===== src/rtl/core/assert_macros.svh =====
// ----------------------------------------------------------------------------
// Assertion macros
// Concurrent assertion wrappers shared by the RTL. They expand to nothing
// when SYNTHESIS is defined.
// ----------------------------------------------------------------------------
`ifndef ASSERT_MACROS_SVH
`define ASSERT_MACROS_SVH

`ifndef SYNTHESIS

// Property that must hold at every clock edge outside reset.
`define ASSERT_ALWAYS(name, clk, rst_n, prop, msg) \
  name: assert property (@(posedge clk) disable iff (!rst_n) (prop)) else $error(msg);

// Same-cycle implication, checked outside reset.
`define ASSERT_IMPLY(name, clk, rst_n, ante, cons, msg) \
  name: assert property (@(posedge clk) disable iff (!rst_n) (ante) |-> (cons)) \
    else $error(msg);

// Next-cycle implication, checked outside reset.
`define ASSERT_NEXT(name, clk, rst_n, ante, cons, msg) \
  name: assert property (@(posedge clk) disable iff (!rst_n) (ante) |=> (cons)) \
    else $error(msg);

`else

`define ASSERT_ALWAYS(name, clk, rst_n, prop, msg)
`define ASSERT_IMPLY(name, clk, rst_n, ante, cons, msg)
`define ASSERT_NEXT(name, clk, rst_n, ante, cons, msg)

`endif

`endif


===== src/rtl/core/i2cra_pkg.sv =====
// ----------------------------------------------------------------------------
// I2C register access package
// Request codes, transaction program tables and sizes for the I2C master.
// ----------------------------------------------------------------------------
package i2cra_pkg;

  // Request kinds carried on the input stream.
  typedef logic [1:0] req_t;
  localparam req_t REQ_TICK  = 2'd0;
  localparam req_t REQ_WRITE = 2'd1;
  localparam req_t REQ_READB = 2'd2;
  localparam req_t REQ_READW = 2'd3;

  // Bus operations of one program step.
  typedef logic [2:0] op_t;
  localparam op_t OP_NONE  = 3'd0;
  localparam op_t OP_START = 3'd1;
  localparam op_t OP_TX    = 3'd2;
  localparam op_t OP_RX    = 3'd3;
  localparam op_t OP_NAK   = 3'd4;
  localparam op_t OP_STOP  = 3'd5;

  // Source of a transmitted byte.
  typedef logic [2:0] src_t;
  localparam src_t SRC_NONE = 3'd0;
  localparam src_t SRC_AW   = 3'd1;
  localparam src_t SRC_AR   = 3'd2;
  localparam src_t SRC_REG  = 3'd3;
  localparam src_t SRC_REG1 = 3'd4;
  localparam src_t SRC_DATA = 3'd5;

  // Step counter: programs run at most sixteen steps.
  localparam int STEP_W = 5;
  typedef logic [STEP_W-1:0] step_t;
  localparam step_t WR_LEN   = 5'd5;
  localparam step_t RDB_LEN  = 5'd8;
  localparam step_t RDW_LEN  = 5'd16;
  localparam step_t RD_SPLIT = 5'd8;

  // Bits per byte and bit counter.
  typedef logic [3:0] bitcnt_t;
  localparam bitcnt_t BYTE_BITS = 4'd8;

  localparam logic [7:0] SLAVE_ADDR_RESET = 8'd208;

  // Program length of a request kind.
  function automatic step_t prog_len(input req_t t);
    step_t len;
    unique case (t)
      REQ_WRITE: len = WR_LEN;
      REQ_READB: len = RDB_LEN;
      REQ_READW: len = RDW_LEN;
      default:   len = '0;
    endcase
    return len;
  endfunction

  // Write program: START, address, register, data, STOP.
  function automatic op_t wr_op(input logic [2:0] idx);
    op_t op;
    unique case (idx)
      3'd0:    op = OP_START;
      3'd1:    op = OP_TX;
      3'd2:    op = OP_TX;
      3'd3:    op = OP_TX;
      3'd4:    op = OP_STOP;
      default: op = OP_NONE;
    endcase
    return op;
  endfunction

  function automatic src_t wr_src(input logic [2:0] idx);
    src_t src;
    unique case (idx)
      3'd1:    src = SRC_AW;
      3'd2:    src = SRC_REG;
      3'd3:    src = SRC_DATA;
      default: src = SRC_NONE;
    endcase
    return src;
  endfunction

  // Byte read program: START, address, register, START, read address,
  // receive, NAK, STOP.
  function automatic op_t rd_op(input logic [2:0] idx);
    op_t op;
    unique case (idx)
      3'd0: op = OP_START;
      3'd1: op = OP_TX;
      3'd2: op = OP_TX;
      3'd3: op = OP_START;
      3'd4: op = OP_TX;
      3'd5: op = OP_RX;
      3'd6: op = OP_NAK;
      3'd7: op = OP_STOP;
    endcase
    return op;
  endfunction

  function automatic src_t rd_src(input logic [2:0] idx);
    src_t src;
    unique case (idx)
      3'd1:    src = SRC_AW;
      3'd2:    src = SRC_REG;
      3'd4:    src = SRC_AR;
      default: src = SRC_NONE;
    endcase
    return src;
  endfunction

endpackage


===== src/rtl/core/i2c_master_register_access_core.sv =====
// ----------------------------------------------------------------------------
// I2C master register access core
// Tick-driven I2C master that runs register writes, byte reads and word reads.
// ----------------------------------------------------------------------------
// Each input item is one bus tick and yields exactly one result item holding
// the SCL and SDA levels for that tick, busy and done flags and the last read
// value. The block takes one item per clock cycle while the result stream
// does not stall; an item passes an input register and the sequencer's
// one-step next-state logic into a result register, from which its result
// can be taken. A request seen while idle starts its transaction on that
// same tick; requests seen while busy are ignored. Bits take two ticks,
// START and STOP three each, and slave acknowledges are not checked. The
// slave address register may be written only while no items are in flight.
`include "assert_macros.svh"

module i2c_master_register_access_core (
  input  logic                 clk,
  input  logic                 rst_n,
  // Input stream.
  input  logic                 in_tvalid,
  output logic                 in_tready,
  input  logic [23:0]          in_tdata,  // reg_sel[7:0], write_data[15:8], sda_in[16]
  input  i2cra_pkg::req_t      in_tuser,  // req_type[1:0]
  // Result stream.
  output logic                 out_tvalid,
  input  logic                 out_tready,
  output logic [23:0]          out_tdata, // scl[0], sda_out[1], busy_res[2], done_res[3],
                                          // read_data[19:4]
  // Slave address register.
  input  logic                 cfg_wr_en,
  input  logic [7:0]           cfg_wr_data
);
  import i2cra_pkg::*;

  // Configuration.
  logic [7:0] slave_addr_r;

  // Input register.
  logic       in_valid_r;
  req_t       in_req_r;
  logic [7:0] in_reg_r;
  logic [7:0] in_data_r;
  logic       in_sda_r;

  // Sequencer state.
  step_t      step_r, step_nxt;
  bitcnt_t    bc_r, bc_nxt;
  logic       hp_r, hp_nxt;
  logic [7:0] shift_r, shift_nxt;
  logic [7:0] high_r, high_nxt;
  req_t       lat_req_r, lat_req_nxt;
  logic [7:0] lat_reg_r, lat_reg_nxt;
  logic [7:0] lat_data_r, lat_data_nxt;
  logic [15:0] last_r, last_nxt;

  // Result register.
  logic              out_valid_r;
  logic              out_scl_r, out_sda_r, out_busy_r, out_done_r;
  logic signed [15:0] out_rd_r;

  // Combinational step results.
  logic       proc;
  logic       start;
  logic       scl_c, sda_c, busy_c, done_c;

  // An item moves on when the result slot is free or being drained.
  assign proc      = in_valid_r && (!out_valid_r || out_tready);
  assign in_tready = !in_valid_r || proc;

  // Slave address register.
  always_ff @(posedge clk) begin
    if (!rst_n) begin
      slave_addr_r <= SLAVE_ADDR_RESET;
    end else if (cfg_wr_en) begin
      slave_addr_r <= cfg_wr_data;
    end
  end

  // Input register.
  always_ff @(posedge clk) begin
    if (!rst_n) begin
      in_valid_r <= 1'b0;
    end else if (in_tready) begin
      in_valid_r <= in_tvalid;
    end
  end

  always_ff @(posedge clk) begin
    if (in_tvalid && in_tready) begin
      in_req_r  <= in_tuser;
      in_reg_r  <= in_tdata[7:0];
      in_data_r <= in_tdata[15:8];
      in_sda_r  <= in_tdata[16];
    end
  end

  // One sequencer step for the item in the input register.
  always_comb begin
    req_t       t_c;
    logic [7:0] reg_c;
    logic [7:0] data_c;
    step_t      step_c, len_c, idx_c, step_inc;
    bitcnt_t    bc_c;
    logic       hp_c;
    logic       active;
    logic       adv;
    op_t        op_c;
    src_t       src_c;
    logic [7:0] tx_v, shift_v;

    start = (step_r == '0) && (in_req_r != REQ_TICK);

    lat_req_nxt  = start ? in_req_r  : lat_req_r;
    lat_reg_nxt  = start ? in_reg_r  : lat_reg_r;
    lat_data_nxt = start ? in_data_r : lat_data_r;
    step_c       = start ? step_t'(1) : step_r;
    bc_c         = start ? '0 : bc_r;
    hp_c         = start ? 1'b0 : hp_r;

    t_c    = lat_req_nxt;
    reg_c  = lat_reg_nxt;
    data_c = lat_data_nxt;
    len_c  = prog_len(t_c);
    active = (step_c != '0) && (step_c <= len_c);
    idx_c  = step_c - step_t'(1);

    // Program lookup.
    op_c  = OP_NONE;
    src_c = SRC_NONE;
    if (active) begin
      if (t_c == REQ_WRITE) begin
        op_c  = wr_op(idx_c[2:0]);
        src_c = wr_src(idx_c[2:0]);
      end else begin
        op_c  = rd_op(idx_c[2:0]);
        src_c = rd_src(idx_c[2:0]);
        if (src_c == SRC_REG && step_c > RD_SPLIT) begin
          src_c = SRC_REG1;
        end
      end
    end

    // Defaults: idle lines, state held.
    scl_c     = 1'b1;
    sda_c     = 1'b1;
    busy_c    = 1'b0;
    done_c    = 1'b0;
    adv       = 1'b0;
    step_nxt  = active ? step_c : '0;
    bc_nxt    = bc_c;
    hp_nxt    = hp_c;
    shift_nxt = shift_r;
    high_nxt  = high_r;
    last_nxt  = last_r;

    // Byte to send at the start of a transmit step.
    unique case (src_c)
      SRC_AW:   tx_v = slave_addr_r;
      SRC_AR:   tx_v = slave_addr_r + 8'd1;
      SRC_REG:  tx_v = reg_c;
      SRC_REG1: tx_v = reg_c + 8'd1;
      default:  tx_v = data_c;
    endcase
    shift_v = (bc_c == '0 && !hp_c) ? tx_v : shift_r;

    if (op_c != OP_NONE) begin
      busy_c = 1'b1;
    end

    unique case (op_c)
      OP_START, OP_STOP: begin
        // Three ticks: SCL low, SCL high, then the SDA edge.
        scl_c = (bc_c != '0);
        if (bc_c < bitcnt_t'(2)) begin
          sda_c  = (op_c == OP_START);
          bc_nxt = bc_c + bitcnt_t'(1);
        end else begin
          sda_c = (op_c == OP_STOP);
          adv   = 1'b1;
          if (op_c == OP_STOP) begin
            if (t_c == REQ_READB) begin
              last_nxt = {8'd0, shift_r};
            end else if (t_c == REQ_READW && step_c == RD_SPLIT) begin
              high_nxt = shift_r;
            end else if (t_c == REQ_READW) begin
              last_nxt = {high_r, shift_r};
            end
            done_c = (step_c >= len_c);
          end
        end
      end
      OP_TX: begin
        scl_c = hp_c;
        if (bc_c < BYTE_BITS) begin
          sda_c = shift_v[7];
          if (hp_c) begin
            shift_nxt = {shift_v[6:0], 1'b0};
            bc_nxt    = bc_c + bitcnt_t'(1);
            hp_nxt    = 1'b0;
          end else begin
            shift_nxt = shift_v;
            hp_nxt    = 1'b1;
          end
        end else begin
          // Acknowledge slot: released and ignored.
          adv    = hp_c;
          hp_nxt = 1'b1;
        end
      end
      OP_RX: begin
        scl_c = hp_c;
        if (hp_c) begin
          shift_nxt = {shift_r[6:0], in_sda_r};
          bc_nxt    = bc_c + bitcnt_t'(1);
          hp_nxt    = 1'b0;
          adv       = (bc_c >= BYTE_BITS - bitcnt_t'(1));
        end else begin
          hp_nxt = 1'b1;
        end
      end
      OP_NAK: begin
        scl_c  = hp_c;
        adv    = hp_c;
        hp_nxt = 1'b1;
      end
      default: begin
      end
    endcase

    // Move to the next program step, or back to idle after the last one.
    step_inc = step_c + step_t'(1);
    if (adv) begin
      step_nxt = (step_inc > len_c) ? '0 : step_inc;
      bc_nxt   = '0;
      hp_nxt   = 1'b0;
    end
  end

  // Sequencer state registers.
  always_ff @(posedge clk) begin
    if (!rst_n) begin
      step_r     <= '0;
      bc_r       <= '0;
      hp_r       <= 1'b0;
      shift_r    <= '0;
      high_r     <= '0;
      lat_req_r  <= REQ_TICK;
      lat_reg_r  <= '0;
      lat_data_r <= '0;
      last_r     <= '0;
    end else if (proc) begin
      step_r     <= step_nxt;
      bc_r       <= bc_nxt;
      hp_r       <= hp_nxt;
      shift_r    <= shift_nxt;
      high_r     <= high_nxt;
      lat_req_r  <= lat_req_nxt;
      lat_reg_r  <= lat_reg_nxt;
      lat_data_r <= lat_data_nxt;
      last_r     <= last_nxt;
    end
  end

  // Result register.
  always_ff @(posedge clk) begin
    if (!rst_n) begin
      out_valid_r <= 1'b0;
    end else if (proc) begin
      out_valid_r <= 1'b1;
    end else if (out_tready) begin
      out_valid_r <= 1'b0;
    end
  end

  always_ff @(posedge clk) begin
    if (proc) begin
      out_scl_r  <= scl_c;
      out_sda_r  <= sda_c;
      out_busy_r <= busy_c;
      out_done_r <= done_c;
      out_rd_r   <= signed'(last_nxt);
    end
  end

  assign out_tvalid = out_valid_r;
  assign out_tdata  = {4'd0, out_rd_r, out_done_r, out_busy_r, out_sda_r, out_scl_r};

  // Checks on the sequencer.
  `ASSERT_ALWAYS(a_step_range, clk, rst_n, step_r <= RDW_LEN, "step index beyond program")
  `ASSERT_ALWAYS(a_bit_range, clk, rst_n, bc_r <= BYTE_BITS, "bit counter beyond a byte")
  `ASSERT_IMPLY(a_done_busy, clk, rst_n, out_valid_r && out_done_r, out_busy_r, "done without busy")
  `ASSERT_NEXT(a_done_idle, clk, rst_n, proc && done_c, step_r == '0, "not idle after done")
  `ASSERT_IMPLY(a_idle_lines, clk, rst_n, proc && !busy_c, scl_c && sda_c, "idle lines not released")

endmodule


===== config.mk =====
export PLATFORM = sky130hd
export DESIGN_NAME = i2c_master_register_access_core
export DESIGN_NICKNAME = d
export VERILOG_FILES = /design/src/rtl/core/i2cra_pkg.sv /design/src/rtl/core/i2c_master_register_access_core.sv
export VERILOG_INCLUDE_DIRS = /design/src /design/src/rtl/core
export SDC_FILE = /design/constraint.sdc
export NUM_CORES = 1
export LEC_CHECK = 0
export BUFFER_PORTS_ARGS = -buffer_cell sky130_fd_sc_hd__buf_2
export CORE_MARGIN = 2
export CORE_UTILIZATION = 46
export CTS_CLUSTER_DIAMETER = 200
export CTS_CLUSTER_SIZE = 20
export DETAILED_ROUTE_END_ITERATION = 12
export PLACE_DENSITY_LB_ADDON = 0.08
export SETUP_SLACK_MARGIN = 0.05
export SLEW_MARGIN = 5
export SYNTH_ARGS = -nofsm -noshare
export SYNTH_HDL_FRONTEND = slang
export SYNTH_SLANG_ARGS = --single-unit

===== constraint.sdc =====
create_clock -name clk -period 5.65 [get_ports clk]
set_clock_uncertainty 0.05 [all_clocks]
set_input_delay 0.8475 -clock clk [delete_from_list [all_inputs] [get_ports clk]]
set_output_delay 0.8475 -clock clk [all_outputs]
set_load 0.1 [all_outputs]

==> impl_metrics.yaml, run 1 <==
placed_design:
  routabilityCongestion: 0.911
  numPortBuffers: 53
  dp_cells: 872
  pre_cts_ws_ns: 0.814
  dp_hpwl_microns: 10700
route:
  drcViolationCount: 0
  wirelength_microns: 15000
  via_count: 5033
  avgRoutedWirePerCell_microns: 16.9
  first_iter_violations: 435
  via_per_inst: 5.67
  ant_nets: 0
  dr.pass1.iters: 5
worst_setup_path:
  start_kind: "register"
  r2r_cells: 17
  critPathMaxFanout: 23
  path_class: "register to register"
  cp-end-kind: "register"
  crit_arrival_ns: 5.14
  required_ns: 5.85
cts:
  cts_tree: "yes"
  clk_pin_slew_ns: 0.07
  postCtsHoldBufs: 0
  root_buffer: "clkbuf_16"
  htree_levels: 3
  cts_buffers: 9
  clkLatencyLatePin_ns: 0.36
  cts_setup_buffers: 0
  cts_sinks: 109
  cts_resized: 0
  clock_path_buffers: 2
timing:
  rsz0062_at_grt: "false"
  slew_headroom_pct: 44.5
  fin_crit_ns: 4.95
  worst_slew_pin_slew_ns: 0.832
  tns_ns: 0
  max_freq_mhz: 202
  drv_slew: 0
  period_share_pct: 87.6
  fin_ws_ns: 0.702
  hold_violations: 0
  setup_viol: 0
floorplanning:
  die_area_sq_um: 14400
  die_y_microns: 120
  rows: 42
  die_w_microns: 120
  initial_core_util_pct: 46.8
  fp.coreArea_sq_um: 13200
  io_pins: 65
yosys:
  seq_area_frac_synth_pct: 41.7
  ys_ff_latch: 109
  synth_flop_cell: "dfxtp_1"
  synth_edf_count: 39
  synth.largest_area_cell: "dfxtp_1"
  synth.avg_cell_area_sq_um: 9.21
  ys.warnings.count: 0
  synth-simple-area-share_pct: 21.3
  synthArstFlopShare_pct: 0
  synth_top_area_share_pct: 22.7
  syn_inst: 670
  synth_adder_area_share_pct: 2.64
  synthTopCellsByArea: "dfxtp_1, edfxtp_1, nand2_1"
  synth_top_family_by_area: "simple AND/OR/NAND/NOR gates"
  synth-compound-area-share_pct: 19.3
  synth-xor-area-share_pct: 2.96
  synth.mux.area_fraction_pct: 7.02
  netlist_area_sq_um: 6170
  synth_cell_types: 79
grt:
  grt_pass1_wl_microns: 24700
  grt_overflow: 0
  grt_max_degree: 80
  antenna_found_initial: 0
  grtUsageTotal_pct: 21.8
  grt_pass1_vias: 4759
layout:
  nets: 759
  drive_gt1_share_pct: 17.1
  num_antenna_cells: 0
  area_growth_pct: 10.6
  final_cells: 888
worst_hold_path:
  hold_depth: 2
  worstHoldPathType: "register to register"
pwr:
  leakage_nw: 2.62
  vdd_drop_max_uv: 125
  pwr_density_cell_nw_per_um2: 265
run:
  maxCapViolCount: 0
status:
  status: "finished, final reports clean"
[kinds of logic after synthesis]
family | after synthesis
flops | 109
simple gates | 256
other cells | 1
compound gates | 169
mux | 42
fa+ha+maj | 13
xor+xnor | 20
buf+inv | 60
[synthesized netlist by cell type, types with 9 or more instances]
library cell  instances
inv_1                11
ha_1                 13
xor2_1               10
mux2_2               10
o211ai_1             11
nand3_1              32
nor2_1               30
a21boi_1             13
a21oi_1              21
xnor2_1               9
nor2b_1              20
and3_1               10
o21ai_0              35
edfxtp_1             39
dfxtp_1              70
buf_4                11
clkbuf_1             27
a21boi_0             20
nand2_1             106
mux2i_1              32
[power by group]
| part | internal [mW] | leakage (nW) | switching (mW) |
|---|---|---|---|
| Combinational | 0.0999 | 1.54 | 0.226 |
| Clock | 0.307 | 0.142 | 0.308 |
| Sequential | 0.841 | 0.937 | 0.0232 |
[critical path: stages, from the launching register on]
cell	delay (ns)
dfxtp_1	0.32
or4_4	0.59
or2_4	0.39
a32oi_2	0.44
ha_1	0.35
and3_1	0.23
a221oi_1	0.50
and4_1	0.45
nand2_1	0.13
o21a_1	0.13
ha_1	0.28
nand3_1	0.12
mux2i_1	0.09
xnor2_1	0.14
a22oi_1	0.20
o211ai_1	0.13
a32oi_1	0.21
a21boi_0	0.10
[registers in the layout (all words and copies together) (netlist names), 4 cells and up]
name	count
in_data_r	8
last_r	16
slave_addr_r	8
step_r	5
lat_data_r	8
bc_r	4
out_rd_r	16
shift_r	8
lat_reg_r	8
high_r	8
in_reg_r	8
[stage by stage]
step	hold slack, ns	total power [mW]	utilization, %	cell area (sq um)
finish	0.409	1.81	51.7	6820
detailed placement	0.402	1.20	49.6	6540
floorplan	0.385	1.13	-	6180
global placement	0.394	1.20	49.6	6540
CTS	0.412	1.82	51.7	6820
global route	0.433	1.88	51.7	6820
[layer usage]
metal,global-route usage (%),vias up,wire (microns),share of wire [%]
met3,2.85,25,687,4.6
met1,28.9,2350,6790,45
li1,-,2497,-,-
met5,0,-,0,0
met2,35.7,161,7220,48
met4,9.56,0,351,2.3
[cell type report]
type | instances | area (sq um)
Fill cell | 1231 | 6370
Multi-Input combinational cell | 504 | 3300
Sequential cell | 109 | 2570
Timing Repair Buffer | 71 | 400
Clock buffer | 9 | 225
Tap cell | 176 | 220
Clock inverter | 7 | 60.1
Inverter | 12 | 45.0
[path summary, 6_finish.rpt]
path	startpoint	endpoint	slack (ns)
max reg2reg	step_r[0]$_SDFFE_PN0P_	shift_r[6]$_SDFFE_PN0P_	0.70
max	step_r[0]$_SDFFE_PN0P_	shift_r[6]$_SDFFE_PN0P_	0.70
min reg2reg	last_r[8]$_SDFFE_PN0P_	last_r[8]$_SDFFE_PN0P_	0.41
min	last_r[8]$_SDFFE_PN0P_	last_r[8]$_SDFFE_PN0P_	0.41
[layout by cell type, fill, tap and decap left out, types with 6 or more instances in the layout]
cell,synthesis,layout
a21boi_0,20,20
a21boi_1,13,13
a21oi_1,21,21
a22o_1,6,6
and2_1,6,6
and3_1,10,10
buf_2,5,53
buf_4,11,18
clkbuf_16,0,9
dfxtp_1,70,70
edfxtp_1,39,39
ha_1,13,13
inv_1,11,11
mux2_2,10,10
mux2i_1,32,32
nand2_1,106,106
nand3_1,32,32
nand4_1,8,8
nor2_1,30,30
nor2b_1,20,20
nor3_1,8,8
o211ai_1,11,11
o21a_1,7,7
o21ai_0,35,35
o22ai_1,8,8
xnor2_1,9,9
xor2_1,10,10
No activity file was read; power rests on OpenSTA's default activity.
==> run 2: changes to the inputs <==
- CORE_UTILIZATION: 46 -> 50
==> run 2 against run 1 <==
Combinational power about the same; via count rose by 0.30%; largest power group unchanged; flip-flop and latch count stayed put; worst hold slack better by 0.0042 ns; clock power down 1%; power decreased by 0.37%; non-clock buffer count shrank 1; critical endpoint is now shift_r[2]$_SDFFE_PN0P_; highest routed layer unchanged; setup slack got worse by 0.36 ns; register-to-register slack got worse by 0.36 ns; cell count down 3.4%; critical path depth is 3 lower; core utilization is 4.7 points higher.
==> impl_metrics.yaml, run 2 (synthesized netlist as in run 1, its figures left out) <==
status:
  status: "finished, final reports clean"
cts:
  root_buffer: "clkbuf_16"
  htree_levels: 3
  clock_path_buffers: 2
  cts_sinks: 109
  clkLatencyLatePin_ns: 0.36
  cts_setup_buffers: 0
  clk_pin_slew_ns: 0.07
  cts_resized: 0
  postCtsHoldBufs: 0
  cts_buffers: 9
  cts_tree: "yes"
layout:
  num_antenna_cells: 0
  top_regs: "last_r (16), out_rd_r (16)"
  final_common_cell: "nand2_1"
  area_growth_pct: 9.90
  final_cell_area_sq_um: 6780
  nets: 758
  drive_gt1_share_pct: 17.0
  layout_common_cells: "nand2_1, dfxtp_1, buf_2, edfxtp_1, o21ai_0"
timing:
  fin_crit_ns: 5.31
  worst_slew_pin_slew_ns: 1.15
  hold-worst-slack_ns: 0.413
  rsz0062_at_grt: "false"
  slew_headroom_pct: 23.3
  setup_viol: 0
  hold_violations: 0
  period_share_pct: 94.0
  tns_ns: 0
  drv_slew: 0
  max_freq_mhz: 188
floorplanning:
  die_area_sq_um: 13200
  fp.coreArea_sq_um: 12000
  rows: 40
  initial_core_util_pct: 51.4
  die_y_microns: 115
  die_w_microns: 115
  io_pins: 65
route:
  wirelength_microns: 14900
  avgRoutedWirePerCell_microns: 17.4
  via_count: 5048
  first_iter_violations: 312
  drcViolationCount: 0
  ant_nets: 0
  dr.pass1.iters: 5
  via_per_inst: 5.88
grt:
  grt_pass1_wl_microns: 24500
  antenna_found_initial: 0
  globalRouteMet1Util_pct: 31.4
  grt_most_used_layer: "met2"
  grt_pass1_vias: 4753
  grtUsageMet2_pct: 39.6
  met3_usage_pct: 5.01
  grt_max_degree: 49
  grtUsageTotal_pct: 23.8
  grt_overflow: 0
placed_design:
  dp_hpwl_microns: 10800
  routabilityCongestion: 0.915
  numPortBuffers: 53
  placed_area_sq_um: 6490
worst_hold_path:
  hold_start: "last_r[8]$_SDFFE_PN0P_"
  worstHoldPathType: "register to register"
worst_setup_path:
  crit_start: "step_r[0]$_SDFFE_PN0P_"
  required_ns: 5.81
  crit_arrival_ns: 5.47
  critPathMaxFanout: 23
  path_class: "register to register"
  cp-end-kind: "register"
  start_kind: "register"
  reg2reg_from: "step_r[0]$_SDFFE_PN0P_"
pwr:
  vdd_drop_max_uv: 210
  leakage_nw: 2.61
  power.total_mw: 1.80
  pwr_density_cell_nw_per_um2: 265
run:
  maxCapViolCount: 0
run 2: cell types whose count changed in the layout (fill, tap and decap cells not counted):
cell      before  now
clkinv_4       1    2
clkbuf_1       0    1
clkinv_1       2    1
buf_4         18   17
inv_4          1    0
run 2: per-stage QoR:
step | setup slack [ns] | instances | utilization (%)
CTS | 0.395 | 858 | 56.4
global route | 0.146 | 858 | 56.4
detailed placement | 0.413 | 842 | 54.1
global placement | 0.604 | 842 | 54.1
floorplan | 1.22 | 673 | -
finish | 0.341 | 858 | 56.4
run 2: report_power, final:
part | total [mW] | internal, mW | switching, mW
registers | 0.864 | 0.841 | 0.0227
clock network | 0.607 | 0.308 | 0.299
logic | 0.327 | 0.0992 | 0.228
total | 1.80 | 1.25 | 0.549
run 2: critical path, cell delays in order (launching register included):
cell,delay (ns)
dfxtp_1,0.32
or4_4,0.60
or2_4,0.39
a32oi_2,0.48
ha_1,0.35
and3_1,0.23
a221oi_1,0.57
and4_1,0.45
nand2_1,0.12
o21a_1,0.13
ha_1,0.27
a211oi_1,0.20
a21oi_1,0.06
a2111oi_0,0.83
nor4b_2,0.11
run 2: worst paths after layout:
kind	slack [ns]	to	cells after the start
worst max-delay path	0.34	shift_r[2]$_SDFFE_PN0P_	14
worst max register to register	0.34	shift_r[2]$_SDFFE_PN0P_	14
worst min-delay path	0.41	last_r[8]$_SDFFE_PN0P_	2
worst min register to register	0.41	last_r[8]$_SDFFE_PN0P_	2
run 2: layout make-up:
cell class	instances	area [sq um]
clock buffers	10	229
clock inverters	6	58.8
fillers	1102	5230
inverters	12	45.0
multi-input cells	504	3300
flip-flops and latches	109	2570
well taps	147	184
repair buffers	70	393
run 2: layer usage:
metal	part of all wire, %	vias up
met3	4.5	15
met2	49	138
met5	0	-
met4	1.4	0
li1	-	2491
met1	45	2404
==> run 3: changes to the inputs <==
- CORE_UTILIZATION: 50 -> 55
==> run 3 against run 2 <==
Non-clock buffer count decreased by 2; critical path depth increased by 3; worst hold slack improved by 0.0014 ns; power decreased by 7.0%; clock power decreased by 20%; first-iteration DRC count increased by 28%; die area decreased by 8.8%; global-route usage increased by 3.0 points; via count increased by 1.8%; register-to-register slack improved by 0.50 ns; critical path type unchanged; highest routed layer unchanged.
==> impl_metrics.yaml, run 3 (synthesized netlist as in run 1, its figures left out) <==
status:
  status: "finished, final reports clean"
worst_setup_path:
  r2r-end: "shift_r[6]$_SDFFE_PN0P_"
  start_kind: "register"
  r2r_setup_slack_ns: 0.84
  reg2reg_from: "step_r[4]$_SDFFE_PN0P_"
  crit_arrival_ns: 5.04
  cp-end-kind: "register"
  required_ns: 5.88
  critPathMaxFanout: 23
  r2r_cells: 17
  path_class: "register to register"
  crit_start: "step_r[4]$_SDFFE_PN0P_"
  critPathCapture: "shift_r[6]$_SDFFE_PN0P_"
cts:
  cts_setup_buffers: 0
  postCtsHoldBufs: 0
  clock_path_buffers: 2
  cts_tree: "yes"
  root_buffer: "clkbuf_8"
  cts_resized: 0
  clk_pin_slew_ns: 0.10
  clkLatencyLatePin_ns: 0.40
  htree_levels: 3
  cts_buffers: 9
  cts_sinks: 109
route:
  avgRoutedWirePerCell_microns: 17.7
  wirelength_microns: 15000
  dr.pass1.iters: 5
  via_per_inst: 6.05
  via_count: 5138
  drcViolationCount: 0
  first_iter_violations: 399
  ant_nets: 0
layout:
  ff_latch_area_sq_um: 2570
  fillers: 964
  area_growth_pct: 8.11
  final_common_cell: "nand2_1"
  nets: 756
  multi_input_area_sq_um: 3300
  layout_common_cells: "nand2_1, dfxtp_1, buf_2, edfxtp_1, o21ai_0"
  utilization_pct: 61.3
  num_antenna_cells: 0
  drive_gt1_share_pct: 16.9
  top_regs: "last_r (16), out_rd_r (16)"
grt:
  met3_usage_pct: 5.93
  grt_most_used_layer: "met2"
  grt_pass1_vias: 4874
  grt_overflow: 0
  grt_max_degree: 80
  antenna_found_initial: 0
  globalRouteMet1Util_pct: 35.1
  grtUsageMet2_pct: 44.0
  grt_pass1_wl_microns: 24600
  grtUsageTotal_pct: 26.8
floorplanning:
  initial_core_util_pct: 56.7
  io_pins: 65
  die_w_microns: 110
  fp.coreArea_sq_um: 10900
  rows: 38
  die_area_sq_um: 12100
  die_y_microns: 110
timing:
  setup_viol: 0
  tns_ns: 0
  max_freq_mhz: 208
  period_share_pct: 85.1
  slew_headroom_pct: 20.0
  rsz0062_at_grt: "false"
  drv_slew: 0
  worst_slew_pin_slew_ns: 1.20
  hold_violations: 0
  hold-worst-slack_ns: 0.414
  fin_crit_ns: 4.81
pwr:
  pwr_density_cell_nw_per_um2: 251
  leakage_nw: 2.56
  vdd_drop_max_uv: 250
placed_design:
  dp_hpwl_microns: 10700
  numPortBuffers: 53
  routabilityCongestion: 0.933
run:
  maxCapViolCount: 0
worst_hold_path:
  worstHoldPathType: "register to register"
run 3: how the worst min path moves through the flow:
stage / cells after the start / endpoint / slack (ns) / startpoint
2_1_floorplan: 2 / last_r[10]$_SDFFE_PN0P_ / 0.39 / last_r[10]$_SDFFE_PN0P_
3_3_place_gp: 2 / last_r[9]$_SDFFE_PN0P_ / 0.39 / last_r[9]$_SDFFE_PN0P_
3_5_place_dp: 2 / last_r[10]$_SDFFE_PN0P_ / 0.40 / last_r[10]$_SDFFE_PN0P_
4_1_cts: 2 / last_r[10]$_SDFFE_PN0P_ / 0.41 / last_r[10]$_SDFFE_PN0P_
5_1_grt: 2 / last_r[11]$_SDFFE_PN0P_ / 0.44 / last_r[11]$_SDFFE_PN0P_
6_report: 2 / last_r[10]$_SDFFE_PN0P_ / 0.41 / last_r[10]$_SDFFE_PN0P_
run 3: layer usage:
metal  up-vias  wire (microns)
met5         -               0
met4         0             276
met3        20             806
met2       166            7260
met1      2466            6700
li1       2486               -
run 3: per-stage QoR:
step	worst slack [ns]	power (mW)	instance area (sq um)	cells
floorplan	1.22	1.13	6180	673
global placement	0.993	1.20	6470	833
detailed placement	0.914	1.20	6470	833
CTS	0.860	1.68	6670	849
global route	0.451	1.75	6670	849
finish	0.840	1.67	6670	849
run 3: area by class of cell:
| cell class | count | share of cell area, % |
|---|---|---|
| multi-input cells | 504 | 49.4 |
| clock inverters | 5 | 0.582 |
| flip-flops and latches | 109 | 38.6 |
| clock buffers | 11 | 2.44 |
| inverters | 12 | 0.675 |
| repair buffers | 68 | 5.66 |
| well taps | 140 | 2.63 |
run 3: where the power goes:
group / switching [mW] / internal (mW) / leakage [nW]
logic: 0.226 / 0.0980 / 1.52
registers: 0.0231 / 0.841 / 0.937
clock network: 0.281 / 0.203 / 0.107
run 3: worst max-delay path, cell delays in order, from the launching register on:
cell,delay [ns]
dfxtp_1,0.43
or4_4,0.51
or2_4,0.39
a32oi_2,0.31
ha_1,0.31
and3_1,0.23
a221oi_1,0.51
nand4_1,0.16
buf_4,0.19
o21ai_0,0.20
ha_1,0.39
nand3_1,0.12
mux2i_1,0.18
xnor2_1,0.09
a22oi_1,0.18
o211ai_1,0.13
a32oi_1,0.19
a21boi_0,0.10
